## config.mk

```make
export PLATFORM = sky130hd
export DESIGN_NAME = framed_packet_checksum_validator_unit_flat
export DESIGN_NICKNAME = d
export VERILOG_FILES = /design/src/rtl/core/fpcv_pkg.sv /design/src/rtl/core/fpcv_in_if.sv /design/src/rtl/core/fpcv_out_if.sv /design/src/rtl/core/fpcv_parser.sv /design/src/rtl/core/fpcv_out_buf.sv /design/src/rtl/core/framed_packet_checksum_validator_unit.sv /design/src/flat_wrapper.sv
export VERILOG_INCLUDE_DIRS = /design/src /design/src/rtl/core
export SDC_FILE = /design/constraint.sdc
export NUM_CORES = 1
export LEC_CHECK = 0
export BUFFER_PORTS_ARGS = -buffer_cell sky130_fd_sc_hd__buf_2
export CAP_MARGIN = 20
export CORE_UTILIZATION = 55
export CTS_CLUSTER_DIAMETER = 150
export DETAILED_ROUTE_END_ITERATION = 8
export PLACE_DENSITY_LB_ADDON = 0.2
export SYNTH_ARGS = -nofsm -noshare
export SYNTH_HDL_FRONTEND = slang
export SYNTH_SLANG_ARGS = --single-unit
```

## constraint.sdc

```tcl
create_clock -name i_clk -period 15.25 [get_ports i_clk]
set_clock_uncertainty 0.1 [all_clocks]
set_input_delay 4.575 -clock i_clk [delete_from_list [all_inputs] [get_ports i_clk]]
set_output_delay 4.575 -clock i_clk [all_outputs]
set_load 0.02 [all_outputs]
```

## src/rtl/core/framed_packet_checksum_validator_unit_defines.svh

```systemverilog
// ----------------------------------------------------------------------------
// Assertion macros for the framed packet checksum validator
// Concurrent property helpers used by the checks in the validator unit.
// ----------------------------------------------------------------------------
`ifndef FRAMED_PACKET_CHECKSUM_VALIDATOR_UNIT_DEFINES_SVH
`define FRAMED_PACKET_CHECKSUM_VALIDATOR_UNIT_DEFINES_SVH

// Same-cycle implication, disabled while reset is asserted
`define FPCV_ASSERT_NOW(lbl, clk, rst_n, ante, cons, msg) \
    lbl: assert property (@(posedge clk) disable iff (!rst_n) (ante) |-> (cons)) \
        else $error(msg);

// Next-cycle implication, disabled while reset is asserted
`define FPCV_ASSERT_NEXT(lbl, clk, rst_n, ante, cons, msg) \
    lbl: assert property (@(posedge clk) disable iff (!rst_n) (ante) |=> (cons)) \
        else $error(msg);

`endif

```

## src/rtl/core/fpcv_pkg.sv

```systemverilog
// ----------------------------------------------------------------------------
// fpcv_pkg
// Types, constants and helper functions of the framed packet checksum
// validator.
// ----------------------------------------------------------------------------
package fpcv_pkg;

    // Frame geometry
    localparam int FRAME_BYTES = 64;
    localparam int POS_W       = $clog2(FRAME_BYTES);
    localparam logic [POS_W-1:0] POS_LAST = POS_W'(FRAME_BYTES - 1);

    // Field widths
    localparam int BYTE_W   = 8;
    localparam int STATUS_W = 3;
    localparam int COUNT_W  = 6;
    localparam int DIST_W   = 3;
    localparam int CFG_IDX_W = 1;

    localparam logic [COUNT_W-1:0] COUNT_MAX = '1;
    localparam logic [DIST_W-1:0]  DIST_MAX  = '1;
    localparam logic [DIST_W-1:0]  DIST_TWO  = DIST_W'(2);

    // Character codes
    localparam logic [BYTE_W-1:0] SENDER_A   = 8'hA1;
    localparam logic [BYTE_W-1:0] SENDER_B   = 8'hA2;
    localparam logic [BYTE_W-1:0] SENDER_C   = 8'hA3;
    localparam logic [BYTE_W-1:0] OPEN_BR    = 8'h5B;
    localparam logic [BYTE_W-1:0] CLOSE_BR   = 8'h5D;
    localparam logic [BYTE_W-1:0] NUL_BYTE   = 8'h00;
    localparam logic [BYTE_W-1:0] START_RST  = 8'h24;
    localparam logic [BYTE_W-1:0] STOP_RST   = 8'h2A;

    // Configuration register indexes
    localparam logic [CFG_IDX_W-1:0] CFG_START = 1'b0;
    localparam logic [CFG_IDX_W-1:0] CFG_STOP  = 1'b1;

    // Parser phases
    typedef enum logic [2:0] {
        PH_ID    = 3'd0,
        PH_FIRST = 3'd1,
        PH_BODY  = 3'd2,
        PH_SEEK  = 3'd3,
        PH_OPEN  = 3'd4,
        PH_DONE  = 3'd5
    } t_phase;

    // Frame status codes
    typedef enum logic [STATUS_W-1:0] {
        ST_BAD_ID   = 3'd0,
        ST_NO_START = 3'd1,
        ST_NO_STOP  = 3'd2,
        ST_NO_FIELD = 3'd3,
        ST_VALID    = 3'd4,
        ST_INVALID  = 3'd5
    } t_status;

    // One result word
    typedef struct packed {
        t_status             status;
        logic [BYTE_W-1:0]   sender_id;
        logic [COUNT_W-1:0]  body_length;
        logic [BYTE_W-1:0]   computed_sum;
        logic [BYTE_W-1:0]   received_high_char;
        logic [BYTE_W-1:0]   received_low_char;
        logic                checksum_match;
    } t_result;

    // Uppercase ASCII hex digit of a nibble
    function automatic logic [BYTE_W-1:0] hex_char(input logic [3:0] nib);
        logic [BYTE_W-1:0] c;
        if (nib < 4'd10) begin
            c = 8'h30 + {4'd0, nib};
        end else begin
            c = 8'h37 + {4'd0, nib};
        end
        return c;
    endfunction

    // Accepted sender ids
    function automatic logic is_sender(input logic [BYTE_W-1:0] b);
        return (b == SENDER_A) || (b == SENDER_B) || (b == SENDER_C);
    endfunction

endpackage

```

## src/rtl/core/fpcv_in_if.sv

```systemverilog
// ----------------------------------------------------------------------------
// fpcv_in_if
// Byte channel into the validator: valid/ready handshake with one frame byte.
// ----------------------------------------------------------------------------
interface fpcv_in_if;
    import fpcv_pkg::*;

    logic              valid;
    logic              ready;
    logic [BYTE_W-1:0] rx_byte;
    logic              frame_last;

    modport source (output valid, output rx_byte, output frame_last, input ready);
    modport sink   (input valid, input rx_byte, input frame_last, output ready);
endinterface

```

## src/rtl/core/fpcv_out_if.sv

```systemverilog
// ----------------------------------------------------------------------------
// fpcv_out_if
// Result channel out of the validator: valid/ready handshake with one status.
// ----------------------------------------------------------------------------
interface fpcv_out_if;
    import fpcv_pkg::*;

    logic                valid;
    logic                ready;
    logic [STATUS_W-1:0] status;
    logic [BYTE_W-1:0]   sender_id;
    logic [COUNT_W-1:0]  body_length;
    logic [BYTE_W-1:0]   computed_sum;
    logic [BYTE_W-1:0]   received_high_char;
    logic [BYTE_W-1:0]   received_low_char;
    logic                checksum_match;

    modport source (
        output valid, output status, output sender_id, output body_length,
        output computed_sum, output received_high_char, output received_low_char,
        output checksum_match, input ready
    );
    modport sink (
        input valid, input status, input sender_id, input body_length,
        input computed_sum, input received_high_char, input received_low_char,
        input checksum_match, output ready
    );
endinterface

```

## src/rtl/core/fpcv_parser.sv

```systemverilog
// ----------------------------------------------------------------------------
// fpcv_parser
// Per-byte frame parser: tracks the phase, sums the body, captures the
// bracketed checksum and builds the result on the frame's final byte.
// ----------------------------------------------------------------------------
module fpcv_parser (
    input  logic                         i_clk,
    input  logic                         i_rst_n,
    input  logic                         i_fire,
    input  logic [fpcv_pkg::BYTE_W-1:0]  i_rx_byte,
    input  logic                         i_frame_last,
    input  logic [fpcv_pkg::BYTE_W-1:0]  i_start_marker,
    input  logic [fpcv_pkg::BYTE_W-1:0]  i_stop_marker,
    output logic                         o_push,
    output fpcv_pkg::t_result            o_result
);
    import fpcv_pkg::*;

    // Frame state
    t_phase              r_phase, n_phase, s_phase;
    t_status             r_outcome, n_outcome;
    logic [POS_W-1:0]    r_pos, n_pos;
    logic [BYTE_W-1:0]   r_sum, n_sum;
    logic [BYTE_W-1:0]   r_sender, n_sender;
    logic [COUNT_W-1:0]  r_count, n_count;
    logic [DIST_W-1:0]   r_dist, n_dist;
    logic [BYTE_W-1:0]   r_high, n_high;
    logic [BYTE_W-1:0]   r_low, n_low;

    logic                w_last;
    logic                w_match;
    logic                w_seek;
    logic                w_open;
    t_status             w_final;

    assign w_last  = i_frame_last || (r_pos == POS_LAST);
    assign w_open  = (r_phase == PH_OPEN);
    assign w_match = (r_high == hex_char(r_sum[7:4])) && (r_low == hex_char(r_sum[3:0]));
    // bytes that go through the bracket search
    assign w_seek  = (r_phase == PH_SEEK) || w_open ||
                     ((r_phase == PH_BODY) && (i_rx_byte != NUL_BYTE) &&
                      (i_rx_byte == i_stop_marker));

    // Next state: phase and datapath update for the accepted byte
    always_comb begin
        s_phase   = r_phase;
        n_outcome = r_outcome;
        n_sum     = r_sum;
        n_sender  = r_sender;
        n_count   = r_count;
        n_dist    = r_dist;
        n_high    = r_high;
        n_low     = r_low;
        if (i_fire) begin
            if (r_phase == PH_ID) begin
                n_sum     = '0;
                n_count   = '0;
                n_dist    = '0;
                n_high    = '0;
                n_low     = '0;
                n_sender  = i_rx_byte;
                n_outcome = ST_BAD_ID;
                s_phase   = is_sender(i_rx_byte) ? PH_FIRST : PH_DONE;
            end else if (r_phase == PH_FIRST) begin
                if (i_rx_byte == i_start_marker) begin
                    if (i_rx_byte == NUL_BYTE) begin
                        s_phase   = PH_DONE;
                        n_outcome = ST_NO_STOP;
                    end else begin
                        s_phase = PH_BODY;
                    end
                end else begin
                    s_phase   = PH_DONE;
                    n_outcome = ST_NO_START;
                end
            end else if (w_seek) begin
                // bracket search; the stop byte itself joins it
                if (i_rx_byte == NUL_BYTE) begin
                    s_phase   = PH_DONE;
                    n_outcome = ST_NO_FIELD;
                end else if (i_rx_byte == OPEN_BR) begin
                    s_phase = PH_OPEN;
                    n_dist  = '0;
                end else if (i_rx_byte == CLOSE_BR) begin
                    s_phase = PH_DONE;
                    if (w_open && (r_dist == DIST_TWO)) begin
                        n_outcome = w_match ? ST_VALID : ST_INVALID;
                    end else begin
                        n_outcome = ST_NO_FIELD;
                    end
                end else begin
                    s_phase = w_open ? PH_OPEN : PH_SEEK;
                    if (w_open) begin
                        if (r_dist == '0) begin
                            n_high = i_rx_byte;
                        end
                        if (r_dist == DIST_W'(1)) begin
                            n_low = i_rx_byte;
                        end
                        if (r_dist != DIST_MAX) begin
                            n_dist = r_dist + DIST_W'(1);
                        end
                    end
                end
            end else if (r_phase == PH_BODY) begin
                if (i_rx_byte == NUL_BYTE) begin
                    s_phase   = PH_DONE;
                    n_outcome = ST_NO_STOP;
                end else begin
                    n_sum = r_sum + i_rx_byte;
                    if (r_count != COUNT_MAX) begin
                        n_count = r_count + COUNT_W'(1);
                    end
                end
            end
        end
    end

    // Outputs: settle open phases at the frame end and build the result word
    always_comb begin
        case (s_phase)
            PH_FIRST: begin
                w_final = (i_start_marker == NUL_BYTE) ? ST_NO_STOP : ST_NO_START;
            end
            PH_BODY: begin
                w_final = ST_NO_STOP;
            end
            PH_SEEK, PH_OPEN: begin
                w_final = ST_NO_FIELD;
            end
            default: begin
                w_final = n_outcome;
            end
        endcase
        o_push            = i_fire && w_last;
        o_result.status   = w_final;
        o_result.sender_id = n_sender;
        if ((w_final == ST_VALID) || (w_final == ST_INVALID)) begin
            o_result.body_length        = n_count;
            o_result.computed_sum       = n_sum;
            o_result.received_high_char = n_high;
            o_result.received_low_char  = n_low;
        end else begin
            o_result.body_length        = '0;
            o_result.computed_sum       = '0;
            o_result.received_high_char = '0;
            o_result.received_low_char  = '0;
        end
        o_result.checksum_match = (w_final == ST_VALID);
    end

    // Frame end returns to the sender id phase
    assign n_phase = (i_fire && w_last) ? PH_ID : s_phase;
    assign n_pos   = i_fire ? (w_last ? '0 : r_pos + POS_W'(1)) : r_pos;

    // Control registers
    always_ff @(posedge i_clk) begin
        if (!i_rst_n) begin
            r_phase   <= PH_ID;
            r_pos     <= '0;
            r_outcome <= ST_BAD_ID;
        end else begin
            r_phase   <= n_phase;
            r_pos     <= n_pos;
            r_outcome <= n_outcome;
        end
    end

    // Datapath registers, cleared (sender id loaded) by the sender id byte of each frame
    always_ff @(posedge i_clk) begin
        r_sum    <= n_sum;
        r_sender <= n_sender;
        r_count  <= n_count;
        r_dist   <= n_dist;
        r_high   <= n_high;
        r_low    <= n_low;
    end

endmodule

```

## src/rtl/core/fpcv_out_buf.sv

```systemverilog
// ----------------------------------------------------------------------------
// fpcv_out_buf
// Result register with a skid stage, so the parser keeps taking bytes while a
// finished result waits for the consumer.
// ----------------------------------------------------------------------------
module fpcv_out_buf (
    input  logic              i_clk,
    input  logic              i_rst_n,
    input  logic              i_push,
    input  fpcv_pkg::t_result i_result,
    output logic              o_in_ready,
    output logic              o_valid,
    input  logic              i_ready,
    output fpcv_pkg::t_result o_result
);
    import fpcv_pkg::*;

    logic    r_out_valid, n_out_valid;
    logic    r_skid_valid, n_skid_valid;
    t_result r_out, n_out;
    t_result r_skid, n_skid;
    logic    w_pop;

    assign w_pop      = r_out_valid && i_ready;
    assign o_in_ready = !r_skid_valid;
    assign o_valid    = r_out_valid;
    assign o_result   = r_out;

    // Fill the output register first, spill into the skid when it is held
    always_comb begin
        n_out_valid  = r_out_valid;
        n_skid_valid = r_skid_valid;
        n_out        = r_out;
        n_skid       = r_skid;
        if (!r_out_valid || w_pop) begin
            if (r_skid_valid) begin
                n_out        = r_skid;
                n_out_valid  = 1'b1;
                n_skid_valid = i_push;
                n_skid       = i_result;
            end else begin
                n_out_valid = i_push;
                n_out       = i_result;
            end
        end else if (i_push) begin
            n_skid_valid = 1'b1;
            n_skid       = i_result;
        end
    end

    always_ff @(posedge i_clk) begin
        if (!i_rst_n) begin
            r_out_valid  <= 1'b0;
            r_skid_valid <= 1'b0;
        end else begin
            r_out_valid  <= n_out_valid;
            r_skid_valid <= n_skid_valid;
        end
    end

    always_ff @(posedge i_clk) begin
        r_out  <= n_out;
        r_skid <= n_skid;
    end

endmodule

```

## src/rtl/core/framed_packet_checksum_validator_unit.sv

```systemverilog
// ----------------------------------------------------------------------------
// framed_packet_checksum_validator_unit: checks one frame of bytes per result
// Throughput: one byte per cycle while the skid stage is free; the byte path is a single register stage.
// Result: the final byte's result word is registered into the output register, or into the skid while that is held.
// Reset: synchronous, clears the parser to expect a sender id, drops results.
// ----------------------------------------------------------------------------
`include "framed_packet_checksum_validator_unit_defines.svh"

module framed_packet_checksum_validator_unit (
    input  logic                           i_clk,
    input  logic                           i_rst_n,
    fpcv_in_if.sink                        i_rx,
    fpcv_out_if.source                     o_res,
    input  logic                           i_cfg_we,
    input  logic [fpcv_pkg::CFG_IDX_W-1:0] i_cfg_index,
    input  logic [fpcv_pkg::BYTE_W-1:0]    i_cfg_data
);
    import fpcv_pkg::*;

    logic [BYTE_W-1:0] r_start_marker;
    logic [BYTE_W-1:0] r_stop_marker;
    logic              w_fire;
    logic              w_push;
    logic              w_in_ready;
    t_result           w_result;
    t_result           w_out;

    // Configuration registers
    always_ff @(posedge i_clk) begin
        if (!i_rst_n) begin
            r_start_marker <= START_RST;
            r_stop_marker  <= STOP_RST;
        end else if (i_cfg_we) begin
            case (i_cfg_index)
                CFG_START: r_start_marker <= i_cfg_data;
                CFG_STOP:  r_stop_marker  <= i_cfg_data;
                default: begin
                end
            endcase
        end
    end

    assign i_rx.ready = w_in_ready;
    assign w_fire     = i_rx.valid && w_in_ready;

    fpcv_parser u_parser (
        .i_clk          (i_clk),
        .i_rst_n        (i_rst_n),
        .i_fire         (w_fire),
        .i_rx_byte      (i_rx.rx_byte),
        .i_frame_last   (i_rx.frame_last),
        .i_start_marker (r_start_marker),
        .i_stop_marker  (r_stop_marker),
        .o_push         (w_push),
        .o_result       (w_result)
    );

    fpcv_out_buf u_out_buf (
        .i_clk      (i_clk),
        .i_rst_n    (i_rst_n),
        .i_push     (w_push),
        .i_result   (w_result),
        .o_in_ready (w_in_ready),
        .o_valid    (o_res.valid),
        .i_ready    (o_res.ready),
        .o_result   (w_out)
    );

    // Result word onto the channel
    assign o_res.status             = w_out.status;
    assign o_res.sender_id          = w_out.sender_id;
    assign o_res.body_length        = w_out.body_length;
    assign o_res.computed_sum       = w_out.computed_sum;
    assign o_res.received_high_char = w_out.received_high_char;
    assign o_res.received_low_char  = w_out.received_low_char;
    assign o_res.checksum_match     = w_out.checksum_match;

    // Checks
    `FPCV_ASSERT_NOW(a_match_code, i_clk, i_rst_n, o_res.valid, (o_res.checksum_match == (o_res.status == ST_VALID)), "checksum_match disagrees with status")
    `FPCV_ASSERT_NOW(a_fail_zero, i_clk, i_rst_n, o_res.valid && (o_res.status != ST_VALID) && (o_res.status != ST_INVALID), (o_res.body_length == '0) && (o_res.computed_sum == '0), "failed frame carries body fields")
    `FPCV_ASSERT_NOW(a_skid_order, i_clk, i_rst_n, !i_rx.ready, o_res.valid, "skid holds a word while output is empty")
    `FPCV_ASSERT_NEXT(a_last_result, i_clk, i_rst_n, i_rx.valid && i_rx.ready && i_rx.frame_last, o_res.valid, "final byte gave no result word")

endmodule
```

## src/flat_wrapper.sv

```systemverilog
// flat-port wrapper written by rule: the top's interface ports become plain ports
module framed_packet_checksum_validator_unit_flat import fpcv_pkg::*;
  (i_clk, i_rst_n, i_cfg_we, i_cfg_index, i_cfg_data, i_rx_valid, i_rx_rx_byte, i_rx_frame_last, i_rx_ready, o_res_valid, o_res_status, o_res_sender_id, o_res_body_length, o_res_computed_sum, o_res_received_high_char, o_res_received_low_char, o_res_checksum_match, o_res_ready);
  fpcv_in_if i_rx_i ();
  fpcv_out_if o_res_i ();
  input  logic i_clk;
  input  logic i_rst_n;
  input  logic i_cfg_we;
  input  logic [fpcv_pkg::CFG_IDX_W-1:0] i_cfg_index;
  input  logic [fpcv_pkg::BYTE_W-1:0] i_cfg_data;
  input wire logic [$bits(i_rx_i.valid)-1:0] i_rx_valid;
  input wire logic [$bits(i_rx_i.rx_byte)-1:0] i_rx_rx_byte;
  input wire logic [$bits(i_rx_i.frame_last)-1:0] i_rx_frame_last;
  output wire logic [$bits(i_rx_i.ready)-1:0] i_rx_ready;
  output wire logic [$bits(o_res_i.valid)-1:0] o_res_valid;
  output wire logic [$bits(o_res_i.status)-1:0] o_res_status;
  output wire logic [$bits(o_res_i.sender_id)-1:0] o_res_sender_id;
  output wire logic [$bits(o_res_i.body_length)-1:0] o_res_body_length;
  output wire logic [$bits(o_res_i.computed_sum)-1:0] o_res_computed_sum;
  output wire logic [$bits(o_res_i.received_high_char)-1:0] o_res_received_high_char;
  output wire logic [$bits(o_res_i.received_low_char)-1:0] o_res_received_low_char;
  output wire logic [$bits(o_res_i.checksum_match)-1:0] o_res_checksum_match;
  input wire logic [$bits(o_res_i.ready)-1:0] o_res_ready;
  assign i_rx_i.valid = i_rx_valid;
  assign i_rx_i.rx_byte = i_rx_rx_byte;
  assign i_rx_i.frame_last = i_rx_frame_last;
  assign i_rx_ready = i_rx_i.ready;
  assign o_res_valid = o_res_i.valid;
  assign o_res_status = o_res_i.status;
  assign o_res_sender_id = o_res_i.sender_id;
  assign o_res_body_length = o_res_i.body_length;
  assign o_res_computed_sum = o_res_i.computed_sum;
  assign o_res_received_high_char = o_res_i.received_high_char;
  assign o_res_received_low_char = o_res_i.received_low_char;
  assign o_res_checksum_match = o_res_i.checksum_match;
  assign o_res_i.ready = o_res_ready;
  framed_packet_checksum_validator_unit u_core (.i_clk(i_clk), .i_rst_n(i_rst_n), .i_rx(i_rx_i), .o_res(o_res_i), .i_cfg_we(i_cfg_we), .i_cfg_index(i_cfg_index), .i_cfg_data(i_cfg_data));
endmodule
```

==> impl_summary.txt, run 1 <==
----------------------------------------------------
[Run status]
  Result of the run ... completed

[Timing]
  Worst Tran Pin Value ... 0.9088 ns
  Tcrit/Tclk final ... 49.34%
  Headroom to the max-slew limit ... 38.77%
  Setup-violating endpoint count in the final report ... 0
  Max Freq ... 132.9 MHz
  Total negative slack for setup checks ... 0 ns
  Hold Vio Cnt, Final ... 0
  Max Transition Viols Final ... 0
  Final min period ... 7.524 ns
  RSZ-0062 raised after global routing ... false
  Post-Route Hold Slack ... 0.3670 ns

[Cells and area]
  Most common cell after layout, fill and taps aside ... sky130_fd_sc_hd__nand2_1
  Number of fillers in the final layout ... 1061
  Highest-count cells in the layout ignoring fill and taps ... 98 x sky130_fd_sc_hd__nand2_1, 87 x sky130_fd_sc_hd__edfxtp_1, 70 x sky130_fd_sc_hd__nor2_1
  Layout overhead on the synthesized area ... 13.53%
  Layout cell share with drive strength beyond 1 ... 17.38%
  Net total in the final layout ... 827
  Filler-free cell count of the finished design ... a little under 1k
  Number of diodes ... 0

[Route]
  Average vias per placed instance ... 5.781
  Post-detailed-routing wire length ... 17330 um
  Via count ... between 5k and 6k
  Final ANT Viol Nets ... 0
  Average wire per cell in the routed design ... 17.83 um
  Drt pass-1 iters ... 6
  DRC ... 0
  Drt first-iter violations ... between 600 and 700

[Global route]
  Total global routing overflow ... 0
  Initial antenna violation count ... 0
  Overall fraction of global-route tracks in use ... 25.97%
  First-pass GRT wire length ... between 20000 and 30000 um
  Pin count of the biggest net entering global routing ... 67
  Vias in the first global route ... 5239

[Placed design]
  Count of input and output buffers ... 66
  Cell total after placement ... 939
  Routability-driven placement congestion ratio ... a little over 0.9
  Detail Placement HPWL ... 12170 um

[Clocking]
  Clock tree root driver cell ... sky130_fd_sc_hd__clkbuf_16
  Clock-pin slew on the worst setup and hold paths ... about 0.06 ns
  TritonCTS clock tree ... built
  Number of resized instances in the post-cts repair step ... 0
  Clock latency at the later pin of the worst-skew pair ... roughly 0.43 ns
  Htree depth ... 4
  CTS buffer count ... 17
  Sink count of the clock tree ... 155
  Post-CTS Setup Bufs ... 0
  Clock tree buffer depth ... 2
  Number of buffers inserted by hold repair at cts ... 0

[Worst hold path]
  Endpoint, Worst Hold ... u_core.r_stop_marker[4]
  Hold Path Class ... reg2reg
  Launch instance of the worst min-delay path ... u_core.r_stop_marker[4]
  Worst hold path depth ... 2

[Logic synthesis]
  Primary flip-flop cell chosen by synthesis mapping ... sky130_fd_sc_hd__edfxtp_1
  Net count after synthesis ... 770
  Netlist area before placement ... 0.007353 sq mm
  Yosys warns ... 0
  Unique cell type count in the Yosys netlist ... 65
  Yosys reg bits ... 155
  Post-synth EDFFs ... 87
  Asr flop ratio synth ... 0%
  Average instance area after synthesis ... 10.07 sq um
  Share of the yosys chip area belonging to registers ... 54.04%
  Cell count after synthesis ... 730

[Worst setup path]
  Critical Path AT ... approximately 7.7 ns
  Cell-by-cell listing of the critical path ... buf_2, or4_4, nor2_4, a211oi_2, o311ai_1, and3_1, a21oi_1, nor3b_4, nand2_4, o31ai_1
  Max FO, Critical Path ... 62
  Nature of the critical path startpoint ... input pin
  Reg-to-Reg End ... u_core.u_out_buf.o_result[19]
  R2R Path Start ... u_core.u_parser.r_phase[2]
  Critical setup path kind ... in2reg
  Critical path capture point type ... flop
  Slowest stage cell, crit path ... sky130_fd_sc_hd__or4_4
  Register-to-Register Setup Slack ... about 11 ns
  Largest stage delay on the critical path ... about 0.58 ns
  Number of cells on the worst reg-to-reg path ... 7
  Required arrival time at the worst endpoint ... 15.37 ns

[Power]
  Internal power ... 0.0007138 W
  Share of total power in sequential cells ... 49.6%
  Net Sw Power ... ~0.00023 W
  Leakage Power ... approximately 3.4 nW
  Switching Share ... between 20% and 30%
  Clock Power Share ... 41.3%
  PwrDens ... 113.1 mW/mm^2
  Worst IR Drop VDD ... 0.00005730 V
  Post-layout power ... 0.0009442 W
  Fraction of power consumed by combinational cells ... 9.1%

[Floorplanning]
  Starting Density ... 57.34%
  DIE WIDTH ... 117.6 um
  Total I/O pin count ... 67
  Overall die height ... around 120 um
  Core area ... 0.01282 sq mm
  Row count ... 41
  Area of the die ... about 0.014 sq mm

[Run]
  Max cap viols ... 0

----------------------------------------------------
==> kinds of logic (layout without fill, tap and decap cells) <==
logic type                 after synthesis  after routing  share of synthesized area [%]
AOI/OAI and AO/OA                      165            165                          15.45
xor gates and xnor gates                33             33                          3.931
adders and majority gates               17             17                          2.995
buffers and inverters                   88            158                          5.088
DFF                                    155            155                          54.04
muxes                                   14             14                          2.093
and+or+nand+nor                        258            258                          16.40
==> state kept, by name, indices dropped and copies added (netlist names) <==
register / cells
u_core.r_start_marker: 8
u_core.r_stop_marker: 8
u_core.u_out_buf.o_result: 42
u_core.u_out_buf.o_valid: 1
u_core.u_out_buf.r_skid: 42
u_core.u_out_buf.r_skid_valid: 1
u_core.u_parser.r_count: 6
u_core.u_parser.r_dist: 3
u_core.u_parser.r_high: 8
u_core.u_parser.r_low: 8
u_core.u_parser.r_outcome: 3
u_core.u_parser.r_phase: 3
u_core.u_parser.r_pos: 6
u_core.u_parser.r_sender: 8
u_core.u_parser.r_sum: 8
==> Yosys cell counts (all sizes together) (19+ instances only) <==
| master | n | area, sq um |
|---|---|---|
| inv | 53 | 198.9 |
| nand2 | 99 | 379.1 |
| dfxtp | 68 | 1361 |
| nor3 | 19 | 95.09 |
| clkbuf | 24 | 90.09 |
| a31oi | 23 | 143.9 |
| o21ai | 30 | 150.1 |
| xnor2 | 24 | 210.2 |
| edfxtp | 87 | 2613 |
| nor2 | 71 | 274.0 |
| o31ai | 32 | 310.3 |
| a21oi | 39 | 195.2 |
==> power groups by stage <==
| stage | Combinational [W] | Sequential (W) | Clock [W] |
|---|---|---|---|
| after CTS | 0.0000839 | 0.000469 | 0.000395 |
| after floorplan | 0.0000463 | 0.000487 | 0 |
| after detailed placement | 0.0000834 | 0.000478 | 0 |
| final | 0.0000858 | 0.000469 | 0.000390 |
| after global routing | 0.0000933 | 0.000470 | 0.000411 |
| after global placement | 0.0000821 | 0.000477 | 0 |
==> critical path: cells and delay by family <==
| kind | cells | cell delay [ns] |
|---|---|---|
| compound gates | 4 | 0.97 |
| simple gates | 5 | 1.92 |
| buf+inv | 1 | 0.16 |
==> layer usage <==
layer | global-route usage [%] | share of wire (%)
met1 | 35.84 | 47
met2 | 40.11 | 46
met3 | 5.717 | 5.6
met4 | 9.535 | 1.6
met5 | 0 | 0
==> worst max-delay path by stage <==
stage                     slack [ns]                             to       startpoint  cells past startpoint
after floorplan                 7.04     u_core.u_out_buf.r_skid[0]      o_res_ready                      2
final                           7.73  u_core.u_out_buf.o_result[19]  i_rx_rx_byte[6]                     10
after global placement          7.36  u_core.u_out_buf.o_result[16]  i_rx_rx_byte[2]                     10
after detailed placement        7.32  u_core.u_out_buf.o_result[17]  i_rx_rx_byte[2]                     10
after global routing            7.53  u_core.u_out_buf.o_result[19]  i_rx_rx_byte[6]                     10
after CTS                       7.74  u_core.u_out_buf.o_result[19]  i_rx_rx_byte[2]                     10
==> metrics by stage <==
step                worst slack (ns)  utilization (%)  area [sq um]
finish                         7.726            65.09          8348
global route                   7.533            65.09          8348
CTS                            7.743            64.88          8320
detailed placement             7.323            60.67          7781
global placement               7.358            60.67          7781
floorplan                      7.042                -          7353
==> cell type report <==
| class | count | area (sq um) | area share (%) |
|---|---|---|---|
| flip-flops and latches | 155 | 3975 | 47.62 |
| multi-input cells | 487 | 3017 | 36.14 |
| clock buffers | 21 | 440.4 | 5.276 |
| repair buffers | 73 | 402.9 | 4.826 |
| well taps | 172 | 215.2 | 2.578 |
| inverters | 53 | 198.9 | 2.383 |
| clock inverters | 11 | 98.84 | 1.184 |
Note: power is estimated with default switching activity, not from simulation.
==> run 2, diff against run 1 <==
- CORE_UTILIZATION: 55 -> 54
- clock period: 15.25 -> 6.34 ns (I/O delays scaled with it)
==> run 2 against run 1 <==
  * Largest power group unchanged
  * Combinational power increased by 140%
  * First-iteration DRC count decreased by 21%
  * Sequential share of layout area decreased by 0.19 points
  * Design area increased by 0.40%
  * Clock power increased to 2.5 times the previous value
  * Wire length increased by 0.43%
  * Die area increased by 1.8%
  * Via count increased by 0.62%
  * Clock-buffer cell count unchanged
  * Critical endpoint is now u_core.u_out_buf.o_result[8]
  * Flip-flop and latch count unchanged
  * Register-to-register slack got worse by 8.8 ns
==> impl_summary.txt, run 2 (same netlist as run 1, synthesis figures left out) <==
----------------------------------------------------
[Route]
  Drt first-iter violations ... 496
  DRC ... 0
  Met2 wire len ... 8428 um
  Uppermost routed layer ... met4
  Routed metal-1 wirelength ... about 7500 um
  Drt pass-1 iters ... 6
  Average vias per placed instance ... 5.793
  Average wire per cell in the routed design ... about 18 um
  Met3 WL ... 1096 um
  Via count ... 5654
  Final ANT Viol Nets ... 0
  Post-detailed-routing wire length ... ~17000 um

[Placed design]
  Detail Placement HPWL ... 12020 um
  Routability-driven placement congestion ratio ... 0.9913
  Cell total after placement ... 944
  Worst Setup Slack post-DPL ... around 1.0 ns
  Count of input and output buffers ... between 60 and 70

[Cells and area]
  Highest-count cells in the layout ignoring fill and taps ... 98 x sky130_fd_sc_hd__nand2_1, 87 x sky130_fd_sc_hd__edfxtp_1, 70 x sky130_fd_sc_hd__nor2_1
  Number of diodes ... 0
  Most common cell after layout, fill and taps aside ... sky130_fd_sc_hd__nand2_1
  Layout cell share with drive strength beyond 1 ... 17.75%
  Filler-free cell count of the finished design ... slightly below 1k
  Area of the multi-input gates ... 0.003017 sq mm
  Layout overhead on the synthesized area ... 13.99%
  Net total in the final layout ... 827
  FF/Latch Area ... 0.003975 sq mm
  Number of fillers in the final layout ... 1122

[Worst hold path]
  Launch instance of the worst min-delay path ... u_core.u_parser.r_pos[1]
  Endpoint, Worst Hold ... u_core.u_parser.r_pos[1]
  Worst hold path depth ... 2
  Hold Path Class ... reg2reg

[Global route]
  Total global routing overflow ... 0
  Pin count of the biggest net entering global routing ... 63
  Overall fraction of global-route tracks in use ... 25.78%
  First-pass GRT wire length ... 27650 um
  Vias in the first global route ... 5471
  Initial antenna violation count ... 0

[Clocking]
  Sink count of the clock tree ... 155
  Number of resized instances in the post-cts repair step ... 0
  Clock-pin slew on the worst setup and hold paths ... about 0.060 ns
  CTS buffer count ... 17
  Htree depth ... 4
  Clock tree root driver cell ... sky130_fd_sc_hd__clkbuf_16
  TritonCTS clock tree ... built
  Post-CTS Setup Bufs ... 0
  Number of buffers inserted by hold repair at cts ... 0
  Clock tree buffer depth ... 2
  Clock latency at the later pin of the worst-skew pair ... 0.42 ns

[Worst setup path]
  Slowest stage cell, crit path ... sky130_fd_sc_hd__or4_4
  Register-to-Register Setup Slack ... around 2.5 ns
  Largest stage delay on the critical path ... a little under 0.6 ns
  Cell class contributing the biggest share of worst-path delay ... simple AND/OR/NAND/NOR gates
  Reg-to-Reg End ... u_core.u_out_buf.o_result[8]
  Critical Path AT ... 5.06 ns
  Critical path capture point type ... flop
  Setup crit start ... i_rx_rx_byte[2]
  Number of cells on the worst reg-to-reg path ... 9
  R2R Path Start ... u_core.u_parser.r_phase[2]
  Max FO, Critical Path ... 62
  Required arrival time at the worst endpoint ... 6.47 ns
  Cell-by-cell listing of the critical path ... buf_2, or4_4, nor2_4, nor3_1, a2111o_1, o211a_2, nand3_1, nor3b_4, nand2_4, o31ai_1
  Nature of the critical path startpoint ... input pin
  Critical setup path kind ... in2reg
  Critical path buffer and inverter count ... 1

[Timing]
  Hold Vio Cnt, Final ... 0
  Final min period ... around 5 ns
  Max Transition Viols Final ... 0
  Max Freq ... a little over 200 MHz
  Tcrit/Tclk final ... 77.89%
  Worst Tran Pin Value ... a little under 0.9 ns
  Headroom to the max-slew limit ... between 40% and 50%
  RSZ-0062 raised after global routing ... false
  Setup-violating endpoint count in the final report ... 0
  Total negative slack for setup checks ... 0 ns
  Worst Setup Slack, final ... 1.402 ns
  Post-Route Hold Slack ... between 0.3 and 0.4 ns

[Power]
  Leakage Power ... 3.406 nW
  Worst IR Drop VDD ... ~0.00025 V
  PwrDens ... 277.3 mW/mm^2

[Floorplanning]
  Core area ... between 0.01 and 0.015 sq mm
  Area of the die ... 0.01409 sq mm
  Total I/O pin count ... 67
  Row count ... 42
  Overall die height ... around 120 um
  Starting Density ... approximately 56%
  DIE WIDTH ... 118.7 um

[Run status]
  Result of the run ... completed

[Run]
  Max cap viols ... 0

----------------------------------------------------
run 2: cell types whose count changed in the layout (fill, tap and decap cells not counted):
cell,previous run,this run
sky130_fd_sc_hd__clkinv_2,4,3
sky130_fd_sc_hd__inv_6,1,2
sky130_fd_sc_hd__inv_8,0,1
sky130_fd_sc_hd__clkbuf_16,17,18
sky130_fd_sc_hd__buf_16,1,0
sky130_fd_sc_hd__clkbuf_8,0,2
sky130_fd_sc_hd__clkbuf_1,4,1
sky130_fd_sc_hd__clkinvlp_4,3,2
sky130_fd_sc_hd__buf_4,6,7
run 2: layer usage:
layer / global-route usage [%] / vias up
met5: 0 / -
met4: 11.55 / 0
met3: 6.081 / 35
met2: 42.51 / 207
met1: 32.12 / 2682
li1: - / 2730
run 2: cell type report:
| type | count | share of cell area, % |
|---|---|---|
| multi-input cells | 487 | 35.99 |
| clock buffers | 21 | 5.747 |
| flip-flops and latches | 155 | 47.42 |
| well taps | 176 | 2.627 |
| inverters | 53 | 2.373 |
| clock inverters | 11 | 1.269 |
| repair buffers | 73 | 4.568 |
run 2: metrics by stage:
stage               instance area [sq um]  util, %  power [W]
floorplan                            7353        -   0.001283
global placement                     7794    58.85   0.001347
detailed placement                   7794    58.85   0.001351
CTS                                  8382    63.29   0.002336
global route                         8382    63.29   0.002403
finish                               8382    63.29   0.002325
run 2: worst max-delay path by stage:
stage                                         end  slack (ns)  cells after the start
finish               u_core.u_out_buf.o_result[8]        1.40                     10
global route         u_core.u_out_buf.o_result[8]        1.19                     10
CTS                  u_core.u_out_buf.o_result[8]        1.45                     10
detailed placement  u_core.u_out_buf.o_result[17]        1.03                     10
global placement     u_core.u_out_buf.o_result[8]        1.05                     10
floorplan              u_core.u_out_buf.r_skid[0]        0.80                      2
run 2: power by group:
| group | internal, W | leakage, nW | total, W | switching [W] |
|---|---|---|---|---|
| Combinational | 0.0000689 | 1.68 | 0.000204 | 0.000135 |
| Clock | 0.000588 | 0.287 | 0.000993 | 0.000405 |
| Sequential | 0.00111 | 1.44 | 0.00113 | 0.0000201 |
run 2: worst register-to-register path: cells and delay by family, from the launching register on:
family,cells,cell delay (ns)
simple gates,5,1.71
compound gates,4,1.21
flops,1,0.63
==> run 3, diff against run 2 <==
- ABC_AREA: not set -> 1
- clock period: 6.34 -> 4.15 ns (I/O delays scaled with it)
==> run 3 against run 2 <==
  * Register-to-register slack worse by 1.2 ns
  * Worst hold slack better by 0.0063 ns
  * Sequential share of layout area is 2.6 points lower
  * Die area is 6.3% higher
  * Core utilization hardly changed
  * Total power is 57% higher
  * Wire length is 6.7% higher
  * Non-clock buffer count is 8 higher
==> impl_summary.txt, run 3 <==
----------------------------------------------------
[Clocking]
  CTS buffer count ... 17
  Number of buffers inserted by hold repair at cts ... 0
  TritonCTS clock tree ... built
  Number of resized instances in the post-cts repair step ... 0
  Sink count of the clock tree ... 155
  Post-CTS Setup Bufs ... 0
  Clock tree root driver cell ... sky130_fd_sc_hd__clkbuf_16
  Clock latency at the later pin of the worst-skew pair ... between 0.4 and 0.5 ns
  Htree depth ... 4
  Clock tree buffer depth ... 2
  Clock-pin slew on the worst setup and hold paths ... about 0.06 ns

[Route]
  DRC ... 0
  Drt first-iter violations ... slightly below 600
  Post-detailed-routing wire length ... 18560 um
  Final ANT Viol Nets ... 0
  Via count ... 6426
  Drt pass-1 iters ... 5
  Average wire per cell in the routed design ... 15.59 um
  Average vias per placed instance ... 5.400

[Floorplanning]
  Area of the die ... 0.01498 sq mm
  Overall die height ... 122.4 um
  Core area ... 0.01399 sq mm
  Total I/O pin count ... 67
  Starting Density ... 55.95%
  DIE WIDTH ... 122.4 um
  Row count ... 43

[Logic synthesis]
  Share of the yosys chip area belonging to registers ... just over 50%
  Commonest cells in the netlist ... 236 x sky130_fd_sc_hd__nand2_1, 112 x sky130_fd_sc_hd__inv_1, 87 x sky130_fd_sc_hd__edfxtp_1, 72 x sky130_fd_sc_hd__o21ai_0, 70 x sky130_fd_sc_hd__nor2_1
  Most frequently used cell type in the post-synthesis netlist ... sky130_fd_sc_hd__nand2_1
  Synth top area cells ... sky130_fd_sc_hd__edfxtp_1 33%, sky130_fd_sc_hd__dfxtp_1 17%, sky130_fd_sc_hd__nand2_1 11%
  Top cell type's share of synthesized area ... 33.38%
  Yosys warns ... 0
  Netlist area before placement ... 0.007826 sq mm
  Average instance area after synthesis ... 8.433 sq um
  Yosys reg bits ... 155
  Post-synth EDFFs ... 87
  Cell taking the most area after synthesis ... sky130_fd_sc_hd__edfxtp_1
  Primary flip-flop cell chosen by synthesis mapping ... sky130_fd_sc_hd__edfxtp_1
  Net count after synthesis ... 968
  Unique cell type count in the Yosys netlist ... 48
  Cell count after synthesis ... 928
  Asr flop ratio synth ... 0%

[Cells and area]
  Share of the core filled with cells ... between 60 and 70%
  Layout cell share with drive strength beyond 1 ... approximately 17%
  Highest-count cells in the layout ignoring fill and taps ... 235 x sky130_fd_sc_hd__nand2_1, 112 x sky130_fd_sc_hd__inv_1, 87 x sky130_fd_sc_hd__edfxtp_1
  Filler-free cell count of the finished design ... 1190
  Net total in the final layout ... 1037
  Most common cell after layout, fill and taps aside ... sky130_fd_sc_hd__nand2_1
  Layout overhead on the synthesized area ... 13.21%
  Number of diodes ... 0

[Timing]
  Tcrit/Tclk final ... 84.87%
  Final min period ... 3.522 ns
  Max Transition Viols Final ... 0
  Total negative slack for setup checks ... 0 ns
  Hold Vio Cnt, Final ... 0
  RSZ-0062 raised after global routing ... false
  Headroom to the max-slew limit ... 58.96%
  Worst Tran Pin Value ... 0.6092 ns
  Setup-violating endpoint count in the final report ... 0
  Worst Setup Slack, final ... around 0.63 ns
  Max Freq ... 283.9 MHz

[Worst setup path]
  Critical path capture point type ... flop
  Required arrival time at the worst endpoint ... 4.21 ns
  Critical setup path kind ... in2reg
  Nature of the critical path startpoint ... input pin
  Max FO, Critical Path ... 30
  Critical Path AT ... 3.59 ns

[Power]
  PwrDens ... a little over 400 mW/mm^2
  Post-layout power ... 0.003646 W
  Worst IR Drop VDD ... 0.0001835 V
  Leakage Power ... 3.896 nW

[Global route]
  Total global routing overflow ... 0
  First-pass GRT wire length ... 30660 um
  Pin count of the biggest net entering global routing ... 47
  Vias in the first global route ... between 6k and 7k
  Overall fraction of global-route tracks in use ... 26.97%
  Initial antenna violation count ... 0

[Placed design]
  Worst Setup Slack post-DPL ... 0.1908 ns
  Routability-driven placement congestion ratio ... 0.9644
  Count of input and output buffers ... 66
  Detail Placement HPWL ... 13340 um
  Cell total after placement ... between 1k and 1.5k

[Run status]
  Result of the run ... completed

[Run]
  Max cap viols ... 0

[Worst hold path]
  Hold Path Class ... reg2reg

----------------------------------------------------
run 3: power breakdown:
part	leakage (nW)	switching (W)	internal (W)
logic	2.16	0.000330	0.000140
clock network	0.262	0.000614	0.000816
registers	1.48	0.0000350	0.00171
total	3.90	0.000979	0.00267
run 3: path summary, 6_finish.rpt:
path | slack (ns) | end | depth (start not counted) | from
worst max-delay path | 0.63 | u_core.u_out_buf.r_skid[24] | 19 | i_rx_rx_byte[6]
worst min-delay path | 0.39 | u_core.r_stop_marker[4] | 2 | u_core.r_stop_marker[4]
worst max register to register | 1.28 | u_core.u_out_buf.r_skid[39] | 17 | u_core.u_parser.r_sum[2]
worst min register to register | 0.39 | u_core.r_stop_marker[4] | 2 | u_core.r_stop_marker[4]
run 3: area by class of cell:
class / instances / area (sq um)
Clock buffer: 19 / 432.9
Clock inverter: 13 / 98.84
Fill cell: 1238 / 5129
Inverter: 122 / 460.4
Multi-Input combinational cell: 620 / 3226
Sequential cell: 155 / 3974
Tap cell: 180 / 225.2
Timing Repair Buffer: 81 / 442.9
run 3: cells by family (layout without fill, tap and decap cells):
kind of cell             after synthesis  count (layout)  synth area share [%]
AO/OA/AOI/OAI                        143             143                 10.04
XOR/XNOR                              22              22                 2.462
adder cells (fa/ha/maj)               17              17                 2.814
flip-flops                           155             155                 50.78
buffers and inverters                153             235                 8.185
AND/OR/NAND/NOR                      438             438                 25.72
run 3: routing by layer:
layer	vias up	global-route usage, %	share of wire, %
li1	3197	-	-
met1	2953	35.47	44
met2	224	41.71	45
met3	52	5.855	6.4
met4	0	14.02	4.5
met5	-	0	0
run 3: critical path, cell delays in order:
cell,delay [ns]
sky130_fd_sc_hd__buf_2,0.15
sky130_fd_sc_hd__inv_1,0.24
sky130_fd_sc_hd__nand2_1,0.10
sky130_fd_sc_hd__nand2_1,0.07
sky130_fd_sc_hd__nand2_1,0.05
sky130_fd_sc_hd__nor2_1,0.23
sky130_fd_sc_hd__nand3_2,0.10
sky130_fd_sc_hd__nand2_1,0.07
sky130_fd_sc_hd__nand2_1,0.07
sky130_fd_sc_hd__inv_2,0.08
sky130_fd_sc_hd__nand2_1,0.06
sky130_fd_sc_hd__nand2_1,0.12
sky130_fd_sc_hd__nand2_1,0.06
sky130_fd_sc_hd__nor2_1,0.14
sky130_fd_sc_hd__nor2_2,0.08
sky130_fd_sc_hd__nand3_1,0.08
sky130_fd_sc_hd__nand2_2,0.11
sky130_fd_sc_hd__nand2_4,0.44
sky130_fd_sc_hd__nor3_2,0.08
run 3: metrics by stage:
step                      area [sq um]  hold slack, ns
final                             8860          0.3868
after global routing              8860          0.4100
after CTS                         8860          0.3838
after detailed placement          8328          0.3735
after global placement            8328          0.3576
after floorplan                   7830          0.3439
